<file path="src/rtl/twg_pkg.sv">
package twg_pkg;

    localparam int unsigned ERR_W    = 16;
    localparam int unsigned GAIN_W   = 16;
    localparam int unsigned STEP_W   = 15;
    localparam int unsigned SQ_W     = 32;
    localparam int unsigned SUM_W    = 48;
    localparam int unsigned WIN_W    = 8;
    localparam int unsigned COUNT_W  = 9;
    localparam int unsigned IDX_W    = 2;
    localparam int unsigned CFG_IDX_W  = 3;
    localparam int unsigned CFG_DATA_W = 16;
    localparam int unsigned NUM_GAINS  = 3;

    typedef logic signed [GAIN_W-1:0] t_gain;
    typedef logic [STEP_W-1:0]        t_step;
    typedef logic [SQ_W-1:0]          t_sq;
    typedef logic [SUM_W-1:0]         t_sum;
    typedef logic [IDX_W-1:0]         t_idx;
    typedef t_gain [NUM_GAINS-1:0]    t_gain_arr;

    // Configuration register indexes.
    localparam logic [CFG_IDX_W-1:0] CFG_TRIAL_WINDOW   = 3'd0;
    localparam logic [CFG_IDX_W-1:0] CFG_STEP_TOLERANCE = 3'd1;
    localparam logic [CFG_IDX_W-1:0] CFG_INITIAL_KP     = 3'd2;
    localparam logic [CFG_IDX_W-1:0] CFG_INITIAL_KI     = 3'd3;
    localparam logic [CFG_IDX_W-1:0] CFG_INITIAL_KD     = 3'd4;
    localparam logic [CFG_IDX_W-1:0] CFG_INITIAL_STEP   = 3'd5;

    // Result word handed from the tuning core to the top level.
    typedef struct packed {
        t_gain_arr gains;
        logic      restart;
        logic      done;
        t_idx      index;
        t_sum      best;
    } t_result;

endpackage

</file>
<file path="src/rtl/twg_sq_stage.sv">
module twg_sq_stage (
    input  logic                               i_clk,
    input  logic                               i_rst_n,
    input  logic                               i_valid,
    input  logic signed [twg_pkg::ERR_W-1:0]   i_error,
    input  logic                               i_advance,
    output logic                               o_stall,
    output logic                               o_valid,
    output twg_pkg::t_sq                       o_sq
);
    import twg_pkg::*;

    logic  r_valid;
    t_sq   r_sq;
    logic  load;
    logic signed [2*ERR_W-1:0] product;

    assign o_stall = r_valid && !i_advance;
    assign load    = i_valid && !o_stall;
    assign product = i_error * i_error;

    always_ff @(posedge i_clk) begin
        if (!i_rst_n) begin
            r_valid <= 1'b0;
        end else if (!o_stall) begin
            r_valid <= i_valid;
        end
    end

    // The square of a sample is never negative, so its bits are taken as unsigned.
    always_ff @(posedge i_clk) begin
        if (load) begin
            r_sq <= t_sq'(product);
        end
    end

    assign o_valid = r_valid;
    assign o_sq    = r_sq;

endmodule

</file>
<file path="src/rtl/twg_core.sv">
module twg_core #(
    parameter int unsigned GAIN_COUNT = 3
) (
    input  logic                              i_clk,
    input  logic                              i_rst_n,
    input  logic                              i_cfg_we,
    input  logic [twg_pkg::CFG_IDX_W-1:0]     i_cfg_index,
    input  logic [twg_pkg::CFG_DATA_W-1:0]    i_cfg_data,
    input  logic                              i_fire,
    input  twg_pkg::t_sq                      i_sq,
    output twg_pkg::t_result                  o_result
);
    import twg_pkg::*;

    typedef enum logic [2:0] {
        PH_BASE = 3'b001,
        PH_TUNE = 3'b010,
        PH_DONE = 3'b100
    } t_phase;

    typedef enum logic [2:0] {
        SP_RAISE   = 3'b001,
        SP_ASCEND  = 3'b010,
        SP_DESCEND = 3'b100
    } t_sub;

    localparam t_sum  SUM_MAX   = '1;
    localparam t_step STEP_MAX  = '1;
    localparam logic [15:0] DIV10_MUL = 16'd52429;   // ceil(2^19 / 10)
    localparam t_idx  IDX_LAST  = t_idx'(GAIN_COUNT - 1);

    // floor(s / 10) by reciprocal multiply, exact for every 15-bit s.
    function automatic logic [11:0] div10(input t_step s);
        logic [30:0] prod;
        prod = {16'd0, s} * {15'd0, DIV10_MUL};
        return prod[30:19];
    endfunction

    function automatic t_step grow(input t_step s);
        logic [11:0]      q;
        logic [STEP_W:0]  v;
        q = div10(s);
        v = {1'b0, s} + {4'd0, q};
        return v[STEP_W] ? STEP_MAX : v[STEP_W-1:0];
    endfunction

    // floor(9s/10) = s - ceil(s/10)
    function automatic t_step shrink(input t_step s);
        logic [11:0] q;
        t_step       tens;
        logic        rem_nz;
        q      = div10(s);
        tens   = (t_step'(q) << 3) + (t_step'(q) << 1);
        rem_nz = (s != tens);
        return s - t_step'(q) - t_step'(rem_nz);
    endfunction

    function automatic t_gain clamp(input logic signed [GAIN_W+1:0] v);
        if (v > 18'sd32767) begin
            return 16'sh7fff;
        end else if (v < -18'sd32768) begin
            return 16'sh8000;
        end
        return t_gain'(v);
    endfunction

    // Configuration registers.
    logic [WIN_W-1:0] r_window,    n_window;
    t_step            r_tolerance, n_tolerance;
    t_gain            r_init_kp,   n_init_kp;
    t_gain            r_init_ki,   n_init_ki;
    t_gain            r_init_kd,   n_init_kd;
    t_step            r_init_step, n_init_step;

    // Tuning state.
    t_phase               r_phase,   n_phase;
    t_sub                 r_sub,     n_sub;
    logic [COUNT_W-1:0]   r_count,   n_count;
    t_sum                 r_sum,     n_sum;
    t_sum                 r_best,    n_best;
    t_gain_arr            r_gain,    n_gain;
    t_step [NUM_GAINS-1:0] r_step,   n_step;
    t_idx                 r_idx,     n_idx;
    logic                 r_restart, n_restart;

    logic                 cfg_hit;
    logic [COUNT_W-1:0]   count_inc;
    logic                 in_second_half;
    logic                 trial_end;
    logic [SUM_W:0]       sum_add;
    t_sum                 sum_run;
    logic                 better;
    logic [STEP_W+1:0]    step_total;
    t_gain                gain_k;
    t_step                step_k;
    t_idx                 idx_next;
    t_gain                gain_up;
    t_gain                gain_down2;

    always_comb begin
        n_window    = r_window;
        n_tolerance = r_tolerance;
        n_init_kp   = r_init_kp;
        n_init_ki   = r_init_ki;
        n_init_kd   = r_init_kd;
        n_init_step = r_init_step;
        cfg_hit     = 1'b1;
        unique case (i_cfg_index)
            CFG_TRIAL_WINDOW:   n_window    = i_cfg_data[WIN_W-1:0];
            CFG_STEP_TOLERANCE: n_tolerance = i_cfg_data[STEP_W-1:0];
            CFG_INITIAL_KP:     n_init_kp   = t_gain'(i_cfg_data);
            CFG_INITIAL_KI:     n_init_ki   = t_gain'(i_cfg_data);
            CFG_INITIAL_KD:     n_init_kd   = t_gain'(i_cfg_data);
            CFG_INITIAL_STEP:   n_init_step = i_cfg_data[STEP_W-1:0];
            default:            cfg_hit     = 1'b0;
        endcase
    end

    // Per-sample trial bookkeeping.
    assign count_inc      = r_count + 1'b1;
    assign in_second_half = count_inc >= {1'b0, r_window};
    assign trial_end      = count_inc >= {r_window, 1'b0};
    assign sum_add        = {1'b0, r_sum} + {{(SUM_W-SQ_W+1){1'b0}}, i_sq};
    assign sum_run        = !in_second_half ? r_sum :
                            (sum_add[SUM_W] ? SUM_MAX : sum_add[SUM_W-1:0]);
    assign better         = sum_run < r_best;
    assign idx_next       = (r_idx == IDX_LAST) ? '0 : r_idx + 1'b1;

    always_comb begin
        step_total = '0;
        gain_k     = r_gain[0];
        step_k     = r_step[0];
        for (int i = 0; i < NUM_GAINS; i++) begin
            if (i < GAIN_COUNT) begin
                step_total = step_total + {2'b00, r_step[i]};
            end
            if (r_idx == t_idx'(i)) begin
                gain_k = r_gain[i];
                step_k = r_step[i];
            end
        end
    end

    assign gain_up    = clamp({{2{gain_k[GAIN_W-1]}}, gain_k} + {3'b000, step_k});
    assign gain_down2 = clamp({{2{gain_k[GAIN_W-1]}}, gain_k} - {2'b00, step_k, 1'b0});

    always_comb begin
        n_phase   = r_phase;
        n_sub     = r_sub;
        n_count   = r_count;
        n_sum     = r_sum;
        n_best    = r_best;
        n_gain    = r_gain;
        n_step    = r_step;
        n_idx     = r_idx;
        n_restart = r_restart;

        if (i_cfg_we) begin
            // Before the baseline trial ends, new start values take effect at once.
            if (cfg_hit && r_phase == PH_BASE) begin
                n_gain[0] = n_init_kp;
                n_gain[1] = n_init_ki;
                n_gain[2] = n_init_kd;
                for (int i = 0; i < NUM_GAINS; i++) begin
                    n_step[i] = n_init_step;
                end
            end
        end else if (i_fire) begin
            n_restart = 1'b0;
            unique case (r_phase)
                PH_BASE: begin
                    n_count = count_inc;
                    n_sum   = sum_run;
                    if (trial_end) begin
                        n_best    = sum_run;
                        n_restart = 1'b1;
                        n_count   = '0;
                        n_sum     = '0;
                        n_phase   = PH_TUNE;
                    end
                end
                PH_TUNE: begin
                    if (step_total <= {2'b00, r_tolerance}) begin
                        n_restart = 1'b1;
                        n_phase   = PH_DONE;
                    end else begin
                        unique case (r_sub)
                            SP_ASCEND: begin
                                n_count = count_inc;
                                n_sum   = sum_run;
                                if (trial_end) begin
                                    n_restart = 1'b1;
                                    n_count   = '0;
                                    n_sum     = '0;
                                    for (int i = 0; i < NUM_GAINS; i++) begin
                                        if (r_idx == t_idx'(i)) begin
                                            if (better) begin
                                                n_step[i] = grow(step_k);
                                            end else begin
                                                n_gain[i] = gain_down2;
                                            end
                                        end
                                    end
                                    if (better) begin
                                        n_best = sum_run;
                                        n_idx  = idx_next;
                                        n_sub  = SP_RAISE;
                                    end else begin
                                        n_sub  = SP_DESCEND;
                                    end
                                end
                            end
                            SP_DESCEND: begin
                                n_count = count_inc;
                                n_sum   = sum_run;
                                if (trial_end) begin
                                    n_restart = 1'b1;
                                    n_count   = '0;
                                    n_sum     = '0;
                                    for (int i = 0; i < NUM_GAINS; i++) begin
                                        if (r_idx == t_idx'(i)) begin
                                            if (better) begin
                                                n_step[i] = grow(step_k);
                                            end else begin
                                                n_gain[i] = gain_up;
                                                n_step[i] = shrink(step_k);
                                            end
                                        end
                                    end
                                    if (better) begin
                                        n_best = sum_run;
                                    end
                                    n_idx = idx_next;
                                    n_sub = SP_RAISE;
                                end
                            end
                            default: begin
                                // Raise: the sample of this word is not summed.
                                for (int i = 0; i < NUM_GAINS; i++) begin
                                    if (r_idx == t_idx'(i)) begin
                                        n_gain[i] = gain_up;
                                    end
                                end
                                n_restart = 1'b1;
                                n_count   = '0;
                                n_sum     = '0;
                                n_sub     = SP_ASCEND;
                            end
                        endcase
                    end
                end
                default: begin
                    // Done: state is frozen.
                end
            endcase
        end
    end

    always_ff @(posedge i_clk) begin
        if (!i_rst_n) begin
            r_window    <= 8'd200;
            r_tolerance <= 15'd82;
            r_init_kp   <= 16'sd819;
            r_init_ki   <= 16'sd0;
            r_init_kd   <= 16'sd819;
            r_init_step <= 15'd410;
            r_phase     <= PH_BASE;
            r_sub       <= SP_RAISE;
            r_count     <= '0;
            r_sum       <= '0;
            r_best      <= '0;
            r_gain[0]   <= 16'sd819;
            r_gain[1]   <= 16'sd0;
            r_gain[2]   <= 16'sd819;
            for (int i = 0; i < NUM_GAINS; i++) begin
                r_step[i] <= 15'd410;
            end
            r_idx       <= '0;
            r_restart   <= 1'b0;
        end else begin
            if (i_cfg_we) begin
                r_window    <= n_window;
                r_tolerance <= n_tolerance;
                r_init_kp   <= n_init_kp;
                r_init_ki   <= n_init_ki;
                r_init_kd   <= n_init_kd;
                r_init_step <= n_init_step;
            end
            r_phase   <= n_phase;
            r_sub     <= n_sub;
            r_count   <= n_count;
            r_sum     <= n_sum;
            r_best    <= n_best;
            r_gain    <= n_gain;
            r_step    <= n_step;
            r_idx     <= n_idx;
            r_restart <= n_restart;
        end
    end

    assign o_result.gains   = r_gain;
    assign o_result.restart = r_restart;
    assign o_result.done    = (r_phase != PH_BASE) && (r_phase != PH_TUNE);
    assign o_result.index   = r_idx;
    assign o_result.best    = r_best;

endmodule

</file>
<file path="src/rtl/twiddle_gain_tuner.sv">
// Twiddle gain tuner. Each input word carries one signed Q4.12 tracking-error
// sample, and each accepted word yields exactly one result word holding the
// three PID gains after that sample, a one-word restart pulse that tells the
// controller and plant to start a new trial, the done flag, the index of the
// gain under test and the best Q24.24 squared-error sum so far. A trial spans
// twice trial_window samples, and only the squares from sample trial_window
// onward are summed. After a baseline trial, each gain in turn is raised by
// its step and, if that fails, lowered by twice the step and, if that fails
// too, restored, with the step growing by 1.1 on success and shrinking by 0.9
// when both fail, until the sum of the steps is at most step_tolerance; after
// that the state is frozen. Throughput is one word per clock while the result
// side does not stall. A word passes the square register, which holds the
// square of the sample, and then the tuner state itself, whose add, saturate
// and compare close the loop from one sample to the next. The output fields
// are read straight from that state, so a stalled result holds its value
// while the input side can still take one word into an empty square register.
// Configuration may be written only while no word is in flight; a write to
// any mapped register during the baseline also reloads working gains and steps.
module twiddle_gain_tuner #(
    parameter int unsigned GAIN_COUNT = 3
) (
    input  logic                              i_clk,
    input  logic                              i_rst_n,

    input  logic                              i_cfg_we,
    input  logic [twg_pkg::CFG_IDX_W-1:0]     i_cfg_index,
    input  logic [twg_pkg::CFG_DATA_W-1:0]    i_cfg_data,

    input  logic                              i_in_valid,
    output logic                              o_in_stall,
    input  logic signed [twg_pkg::ERR_W-1:0]  i_track_error,

    output logic                              o_out_valid,
    input  logic                              i_out_stall,
    output logic signed [twg_pkg::GAIN_W-1:0] o_gain_p,
    output logic signed [twg_pkg::GAIN_W-1:0] o_gain_i,
    output logic signed [twg_pkg::GAIN_W-1:0] o_gain_d,
    output logic                              o_restart,
    output logic                              o_tuning_done,
    output logic [twg_pkg::IDX_W-1:0]         o_tuned_index,
    output logic [twg_pkg::SUM_W-1:0]         o_best_sum
);
    import twg_pkg::*;

    logic    r_out_valid;
    logic    advance;
    logic    sq_valid;
    t_sq     sq;
    logic    fire;
    t_result result;

    // The result register can take a new word when it is empty or being read.
    assign advance = !r_out_valid || !i_out_stall;
    assign fire    = sq_valid && advance;

    twg_sq_stage u_sq_stage (
        .i_clk     (i_clk),
        .i_rst_n   (i_rst_n),
        .i_valid   (i_in_valid),
        .i_error   (i_track_error),
        .i_advance (advance),
        .o_stall   (o_in_stall),
        .o_valid   (sq_valid),
        .o_sq      (sq)
    );

    twg_core #(
        .GAIN_COUNT (GAIN_COUNT)
    ) u_core (
        .i_clk       (i_clk),
        .i_rst_n     (i_rst_n),
        .i_cfg_we    (i_cfg_we),
        .i_cfg_index (i_cfg_index),
        .i_cfg_data  (i_cfg_data),
        .i_fire      (fire),
        .i_sq        (sq),
        .o_result    (result)
    );

    always_ff @(posedge i_clk) begin
        if (!i_rst_n) begin
            r_out_valid <= 1'b0;
        end else if (advance) begin
            r_out_valid <= sq_valid;
        end
    end

    assign o_out_valid   = r_out_valid;
    assign o_gain_p      = result.gains[0];
    assign o_gain_i      = result.gains[1];
    assign o_gain_d      = result.gains[2];
    assign o_restart     = result.restart;
    assign o_tuning_done = result.done;
    assign o_tuned_index = result.index;
    assign o_best_sum    = result.best;

endmodule

</file>
<file path="config.mk">
export PLATFORM = sky130hd
export DESIGN_NAME = twiddle_gain_tuner
export DESIGN_NICKNAME = d
export VERILOG_FILES = /design/src/rtl/twg_pkg.sv /design/src/rtl/twg_sq_stage.sv /design/src/rtl/twg_core.sv /design/src/rtl/twiddle_gain_tuner.sv
export SDC_FILE = /design/constraint.sdc
export NUM_CORES = 2
export LEC_CHECK = 0
export ABC_AREA = 1
export ABC_CLOCK_PERIOD_IN_PS = 11350
export BUFFER_PORTS_ARGS = -buffer_cell sky130_fd_sc_hd__buf_2
export CAP_MARGIN = 5
export CELL_PAD_IN_SITES_DETAIL_PLACEMENT = 1
export CELL_PAD_IN_SITES_GLOBAL_PLACEMENT = 2
export CORE_MARGIN = 3
export CORE_UTILIZATION = 34
export CTS_CLUSTER_SIZE = 8
export DETAILED_ROUTE_END_ITERATION = 8
export HOLD_SLACK_MARGIN = 0.12
export PLACE_DENSITY_LB_ADDON = 0.25
export SLEW_MARGIN = 20
export SYNTH_ARGS = -nofsm -noshare
export SYNTH_HDL_FRONTEND = slang
export SYNTH_SLANG_ARGS = --single-unit
</file>
<file path="constraint.sdc">
create_clock -name i_clk -period 11.35 [get_ports i_clk]
set_clock_uncertainty 0.2 [all_clocks]
set_input_delay 2.27 -clock i_clk [delete_from_list [all_inputs] [get_ports i_clk]]
set_output_delay 2.27 -clock i_clk [all_outputs]
set_load 0.03 [all_outputs]
</file>
# Word level (Yosys, flattened, before mapping)
# Cells that the tools add are included.
# totals
regBits	327
input_bits	40
wordCells	204
# classes
n_addsub	11
n_mul	2
n_lt_le_gt_ge	8
eq_ne	36
muxes	87
bitwise_logic	2
reduce_logical	36
# ops
op	count
2-to-1 mux 48 bit	17
2-to-1 mux 16 bit	22
2-to-1 mux 45 bit	7
one-hot mux 48 bit (2 select lines)	3
2-to-1 mux 15 bit	12
one-hot mux 45 bit (2 select lines)	1
adder 48 x 32 -> 49 bit	1
less-than comparator 48 bit	1
> comparator 18 x 16 -> 1 bit (second input constant)	2
less-than comparator 18 x 16 -> 1 bit (second input constant)	2
multiplier 16 x 16 -> 32 bit	1
multiplier 15 x 16 -> 31 bit (second input constant)	1
inequality test 3 x 2 -> 1 bit (second input constant)	10
AND reduction 10 bit	3
2-to-1 mux 9 bit	3
AND reduction 9 bit	3
one-hot mux 9 bit (2 select lines)	1
subtractor 16 x 17 -> 18 bit	1
adder 16 x 16 -> 17 bit	1
adder 17 x 15 -> 17 bit	1
less-or-equal comparator 17 x 15 -> 1 bit	1
adder 15 x 12 -> 16 bit	1
adder 15 x 15 -> 16 bit	1
inequality test 2 x 1 -> 1 bit (second input constant)	8
other kinds (37)	78

# Logic depth before layout (Yosys ltp)
# depth
ltp_word	16
mapped_depth	65
depth_no_buf	63

# Cells and area by module
# Synthesis repeated with hierarchy kept, for this count alone.
# hier_totals
cells_unflattened	5134
area_unflattened_um2	36685.2
# modules_own_cells
mod	instances	cells_each	area_per_inst_um2
twg_core	1	3775	25776.0
twg_sq_stage	1	1353	10861.7
twiddle_gain_tuner	1	6	47.5

# Worst setup path after synthesis
# OpenSTA, ideal clock, no wires.
# synth_path
path_type	register to register
from	register u_core.r_idx[0]
to	register u_core.r_step[14] (netlist name)
setup_ns	0.109
t_arrival_ns	10.677
required_ns	11.041
setup_slack_ns	0.364
stages_incl_launch_ff	58
path_cell_list	dfxtp_1 inv_2 nand2_4 buf_6 buf_6 clkbuf_1 clkbuf_1 clkbuf_1 o21ai_0 ha_1 fa_1 inv_1 fa_1 fa_1 inv_1 fa_1 inv_1 fa_1 (+22 left out) nand2_1 a21oi_1 o21ai_0 nand3_1 nand2_1 nand3_1 nand2_1 nand3_1 nand2_1 a211oi_1 xor2_1 nand3_1 nand2_1 inv_1 nand2_1 nand3_1 nand2_1 inv_1
# synth_via
elab_chain_len	15
elab_cells_between_ends	26
classes_between	4 x add/sub; 1 x mul; 5 x eq/ne; 14 x mux; 2 x reduce/logical
# synth_lines
item	line_no	rtl
start: declaration	twg_core.sv:83	t_idx r_idx, n_idx;
start signal: assignment	twg_core.sv:296	r_idx <= n_idx;
equality test 2 x 1 -> 1 bit	twg_core.sv:137	if (r_idx == t_idx'(i)) begin
2-to-1 mux 15 bit (2 in a row)	twg_core.sv:137	
multiplier 15 x 16 -> 31 bit	twg_core.sv:35	prod = {16'd0, s} * {15'd0, DIV10_MUL};
adder 15 x 13 -> 15 bit	twg_core.sv:53	tens = (t_step'(q) << 3) + (t_step'(q) << 1);
inequality test 15 bit	twg_core.sv:54	rem_nz = (s != tens);
subtractor 15 x 1 -> 15 bit	twg_core.sv:55	return s - t_step'(q) - t_step'(rem_nz);
2-to-1 mux 15 bit	twg_core.sv:222	if (better) begin
2-to-1 mux 15 bit	twg_core.sv:221	if (r_idx == t_idx'(i)) begin
2-to-1 mux 45 bit	twg_core.sv:216	if (trial_end) begin
one-hot mux 45 bit (2 select lines)	twg_core.sv:187	unique case (r_sub)
2-to-1 mux 45 bit	twg_core.sv:183	if (step_total <= {2'b00, r_tolerance}) begin
2-to-1 mux 45 bit	twg_core.sv:170	unique case (r_phase)
2-to-1 mux 45 bit	twg_core.sv:168	end else if (i_fire) begin
2-to-1 mux 45 bit	twg_core.sv:158	if (i_cfg_we) begin
end signal: assignment	twg_core.sv:295	r_step <= n_step;
end: declaration	twg_core.sv:82	t_step [NUM_GAINS-1:0] r_step, n_step;
# Several ways; a longest one is shown, not always the timed one. The select of a mux whose other input is x is not followed.
# A chain may end at the register's enable or synchronous reset.

# Final worst setup path
# layout_path
from	register u_core.r_idx[1]
to	register u_core.r_step[29] (netlist name)
# layout_via
elab_chain_len	15
elab_cells_between_ends	25
classes_between	4 x add/sub; 1 x mul; 5 x eq/ne; 14 x mux; 1 x reduce/logical
# layout_lines
item	line_no
equality test 2 x 1 -> 1 bit	twg_core.sv:137, twg_core.sv:196, twg_core.sv:221
2-to-1 mux 15 bit (2 in a row)	twg_core.sv:137
multiplier 15 x 16 -> 31 bit	twg_core.sv:35
adder 15 x 13 -> 15 bit	twg_core.sv:53
inequality test 15 bit	twg_core.sv:54
subtractor 15 x 1 -> 15 bit	twg_core.sv:55
2-to-1 mux 15 bit	twg_core.sv:222
2-to-1 mux 15 bit	twg_core.sv:221
2-to-1 mux 45 bit	twg_core.sv:216
one-hot mux 45 bit (2 select lines)	twg_core.sv:187
2-to-1 mux 45 bit	twg_core.sv:183
2-to-1 mux 45 bit	twg_core.sv:170
2-to-1 mux 45 bit	twg_core.sv:168
2-to-1 mux 45 bit	twg_core.sv:158
# Several ways; a longest one is shown, not always the timed one. The select of a mux whose other input is x is not followed.

==> results.txt <==
Max-cap violations in this run came to 0. The largest individual stage delay along the critical path comes from the cell sky130_fd_sc_hd__fa_1. The final core utilization was 38.3%; the number of library cell types mapped by synthesis was 57.

For the final hold slack, the log shows 0.253 ns. The floorplan step set the die height to 329 um. The buffer depth of the longest clock path was 3. Among all flip-flop cells after synthesis, the most frequent one is sky130_fd_sc_hd__dfxtp_1.

Counting flops with a built-in enable in the synthesized netlist gives 31. In this run the remaining antenna-violating nets after routing total 0. The average via count per standard cell is 5.03, and the horizontal extent of the die is 329 um. The number of antenna violations at the first check in global routing was 0. The share of synthesized flip-flops with an asynchronous set or reset works out to 0%. Ranked by total cell area, the synthesized netlist is headed by sky130_fd_sc_hd__fa_1, sky130_fd_sc_hd__dfxtp_1, sky130_fd_sc_hd__ha_1. The worst register-to-register path begins at u_core.r_idx[1]. For the TritonCTS buffer count, the log shows 47. The worst setup path is of the reg -> reg kind. Clock root buffer master: sky130_fd_sc_hd__clkbuf_16.

The clock reaches the later pin of the worst-skew pair after 0.59 ns. The number of nets in the synthesized netlist is 5583. After synthesis the netlist holds a flip-flop and latch count of 326. The floorplan step defined a die boundary enclosing 108000 um2. The worst hold path begins at u_core.r_init_kd[1]. The worst-case reg-to-reg path depth is 52.

The tools report the maximum clock frequency as 0.0946 GHz. STA classifies the critical path startpoint as a flip-flop. Summed over all layers, the global routing overflow is 0. The maximum level of the CTS H-tree was 2.

Counting both buffers and inverters, the worst setup path holds a total of 7. The total count of max-transition violations in the final report was 0. In the routed design, unresolved DRC markers number 0. The classification of the worst-slack hold path is reg -> reg.

Entering global routing, the biggest net connects 88 pins. Data arrives at the worst endpoint at 10.83 ns. For the placeable core region, the log shows 103000 um2. The number of cells after detailed placement was 6257. The largest total area in the synthesized netlist belongs to sky130_fd_sc_hd__fa_1.

The tools report the total wire length after detailed routing as 121000 um. The clock sink total was 326. Of the cells placed in the final design, the portion with a size suffix greater than 1 is 7.88%. A synthesized cell averages 7.33 um2. The tools report the number of global-route vias before repair as 32900.

For the final routed database, the setup TNS stands at 0 ns. Once the floorplan was initialized, standard cells occupied 34.6% of the core. Yosys instantiated no cell more often than sky130_fd_sc_hd__nand2_1. By count the netlist is led by sky130_fd_sc_hd__nand2_1, sky130_fd_sc_hd__inv_1, sky130_fd_sc_hd__a21oi_1, sky130_fd_sc_hd__nor2_1, sky130_fd_sc_hd__ha_1.

The slew at the pin closest to its max-slew limit works out to 1.06 ns. The total vias in the final route was 31800; the average wire length per cell after detail routing was 19.1 um. The total of buffers placed on input and output ports was 141; the iteration-0 DRC count of the detailed router was 1639. TritonCTS built the clock tree. For hold timing, the worst endpoint is u_core.r_init_kd[1].

Final layout net count: 5685. The run gives 0.78 ns as the minimum setup slack among reg-to-reg paths. 0 antenna diodes ended up in the layout. In this run the count of I/O pins placed on the die edge is 142. Along the worst hold path, the cell count comes to 2. The yosys synthesis warning count was 0. Summed over its instances, the top area cell type makes up 17.2% of the synthesized netlist area.

The tools report the count of placed standard cells in the final layout, fillers left out as 6328. Number of endpoints failing setup at the final stage: 0. After legalization and detailed placement, the total HPWL measured 98200 um.

In this run the critical register-to-register path is captured at u_core.r_step[29]. The longest individual stage delay on the worst path works out to 0.60 ns. The detailed-routing iteration count for the pre-antenna-repair pass is 5, and the final critical path time including I/O delays and setup is 10.57 ns. Maximum net fanout on the critical path: 12.

The area of the mapped netlist came out at 35500 um2. The routability congestion estimate from global placement is 0.885, and the number of hold violations in the final report is 0. In this design, the critical path's most frequently occurring cell is sky130_fd_sc_hd__nand2_1.

The critical path endpoint category is a flip-flop. The fraction of the yosys area taken by sequential cells is 19.2%, and the clock transition time at the flip-flop clock pins of the worst setup and hold paths is 0.05 ns. The area growth from synthesis to layout was 10.8%; the cell row count was 117. In the finished design, the share of the clock period the worst path needs comes to 93.1%.

For the normalized max-slew margin, the log shows 29.2%. For this design, the CTS-stage hold fixing added 0 buffers. The logs give 191000 um for the first-pass GRT wire length and 11.61 ns for the data required time of the worst path. The total global-route track usage was 22.2%. After technology mapping, the gate count stands at 4848. The flow ran to the end, and the final reports show no timing, DRC or antenna violations. Kind of cell with the highest combined delay on the critical path: adder cells.
[how the worst max path moves through the flow]
stage,from,to,slack (ns),cells past startpoint
final,u_core.r_idx[1],u_core.r_step[29],0.78,52
after global routing,u_core.r_idx[1],u_core.r_step[44],-0.03,59
after CTS,u_core.r_idx[1],u_core.r_step[29],0.06,58
after detailed placement,u_core.r_idx[1],u_core.r_step[14],0.09,58
after global placement,u_core.r_idx[1],u_core.r_step[44],0.32,58
after floorplan,u_core.r_idx[0],u_core.r_step[14],0.36,57
[sequential cells by signal, indices dropped and copies added (netlist names)]
register,cells
u_core.r_phase,3
u_sq_stage.o_valid,1
u_core.r_init_kp,16
u_core.r_idx,2
u_core.r_restart,1
u_core.r_tolerance,15
u_core.r_init_ki,16
u_core.r_init_step,15
u_core.r_count,9
o_out_valid,1
u_core.r_init_kd,16
u_sq_stage.o_sq,31
u_core.r_step,45
u_core.o_result,48
u_core.r_sum,48
u_core.r_window,8
u_core.r_best,48
u_core.r_sub,3
[per-layer routing]
metal / GRT usage (%) / share of wire [%]
met5: 0 / 0
met4: 4.22 / 1.8
met3: 1.54 / 3.5
met2: 36.3 / 45
met1: 32.4 / 50
[kinds of logic after synthesis]
logic type                 after synthesis  share of synthesized area, %
and+or+nand+nor                       1710                          19.9
buffers and inverters                 1034                          11.2
AOI/OAI and AO/OA                      909                          14.5
adders and majority gates              695                          30.9
DFF                                    326                          19.2
xor gates and xnor gates               173                          4.27
muxes                                    1                        0.0282
[cell usage in the layout, fill, tap and decap left out, types with 8 or more instances in the layout]
| master | n |
|---|---|
| sky130_fd_sc_hd__nand2_2 | 22 |
| sky130_fd_sc_hd__a21o_1 | 12 |
| sky130_fd_sc_hd__nor3_1 | 26 |
| sky130_fd_sc_hd__a21boi_0 | 12 |
| sky130_fd_sc_hd__a211oi_1 | 16 |
| sky130_fd_sc_hd__o21ai_1 | 24 |
| sky130_fd_sc_hd__xor2_1 | 113 |
| sky130_fd_sc_hd__o211ai_1 | 41 |
| sky130_fd_sc_hd__a21oi_2 | 8 |
| sky130_fd_sc_hd__nand2_1 | 958 |
| sky130_fd_sc_hd__xnor2_1 | 56 |
| sky130_fd_sc_hd__edfxtp_1 | 31 |
| sky130_fd_sc_hd__a31oi_1 | 26 |
| sky130_fd_sc_hd__inv_2 | 20 |
| sky130_fd_sc_hd__clkbuf_16 | 49 |
| sky130_fd_sc_hd__nor2_1 | 382 |
| sky130_fd_sc_hd__nand3_1 | 220 |
| sky130_fd_sc_hd__buf_4 | 63 |
| sky130_fd_sc_hd__o21ai_0 | 226 |
| sky130_fd_sc_hd__nand3b_1 | 10 |
| sky130_fd_sc_hd__buf_2 | 140 |
| sky130_fd_sc_hd__ha_1 | 387 |
| sky130_fd_sc_hd__nor2_2 | 10 |
| sky130_fd_sc_hd__inv_1 | 855 |
| sky130_fd_sc_hd__o21ai_2 | 12 |
| sky130_fd_sc_hd__or2_2 | 16 |
| sky130_fd_sc_hd__a21oi_1 | 432 |
| sky130_fd_sc_hd__a22oi_1 | 49 |
| sky130_fd_sc_hd__fa_1 | 302 |
| sky130_fd_sc_hd__dfxtp_1 | 293 |
| sky130_fd_sc_hd__nand4_1 | 32 |
| sky130_fd_sc_hd__o21bai_1 | 16 |
[final cells by class]
cell class	count	area, um2
Clock buffer	58	1280
Clock inverter	1	30.0
Fill cell	12800	63400
Inverter	881	3320
Multi-Input combinational cell	3488	25000
Sequential cell	326	6840
Tap cell	1368	1710
Timing Repair Buffer	206	1230
[timing repair]
action                     CTS  global route
setup endpoints to repair    0            30
setup buffers                0            12
gates resized for setup      0            63
[stage by stage]
step	worst slack, ns	instance area (um2)
after floorplan	0.364	35500
after global placement	0.323	37700
after detailed placement	0.0883	37700
after CTS	0.0585	39000
after global routing	-0.0325	39400
final	0.778	39400
[worst reg2reg max path: cells and delay by family, from the launching register on]
kind | cells | cell delay [ns]
AOI/OAI and AO/OA | 12 | 1.80
xor gates and xnor gates | 3 | 0.56
adders and majority gates | 11 | 4.90
buffers and inverters | 7 | 0.63
DFF | 1 | 0.36
and+or+nand+nor | 19 | 2.02
Power is not shown: default switching activity piles up to over one toggle a cycle in this logic, so the estimate is an artifact.
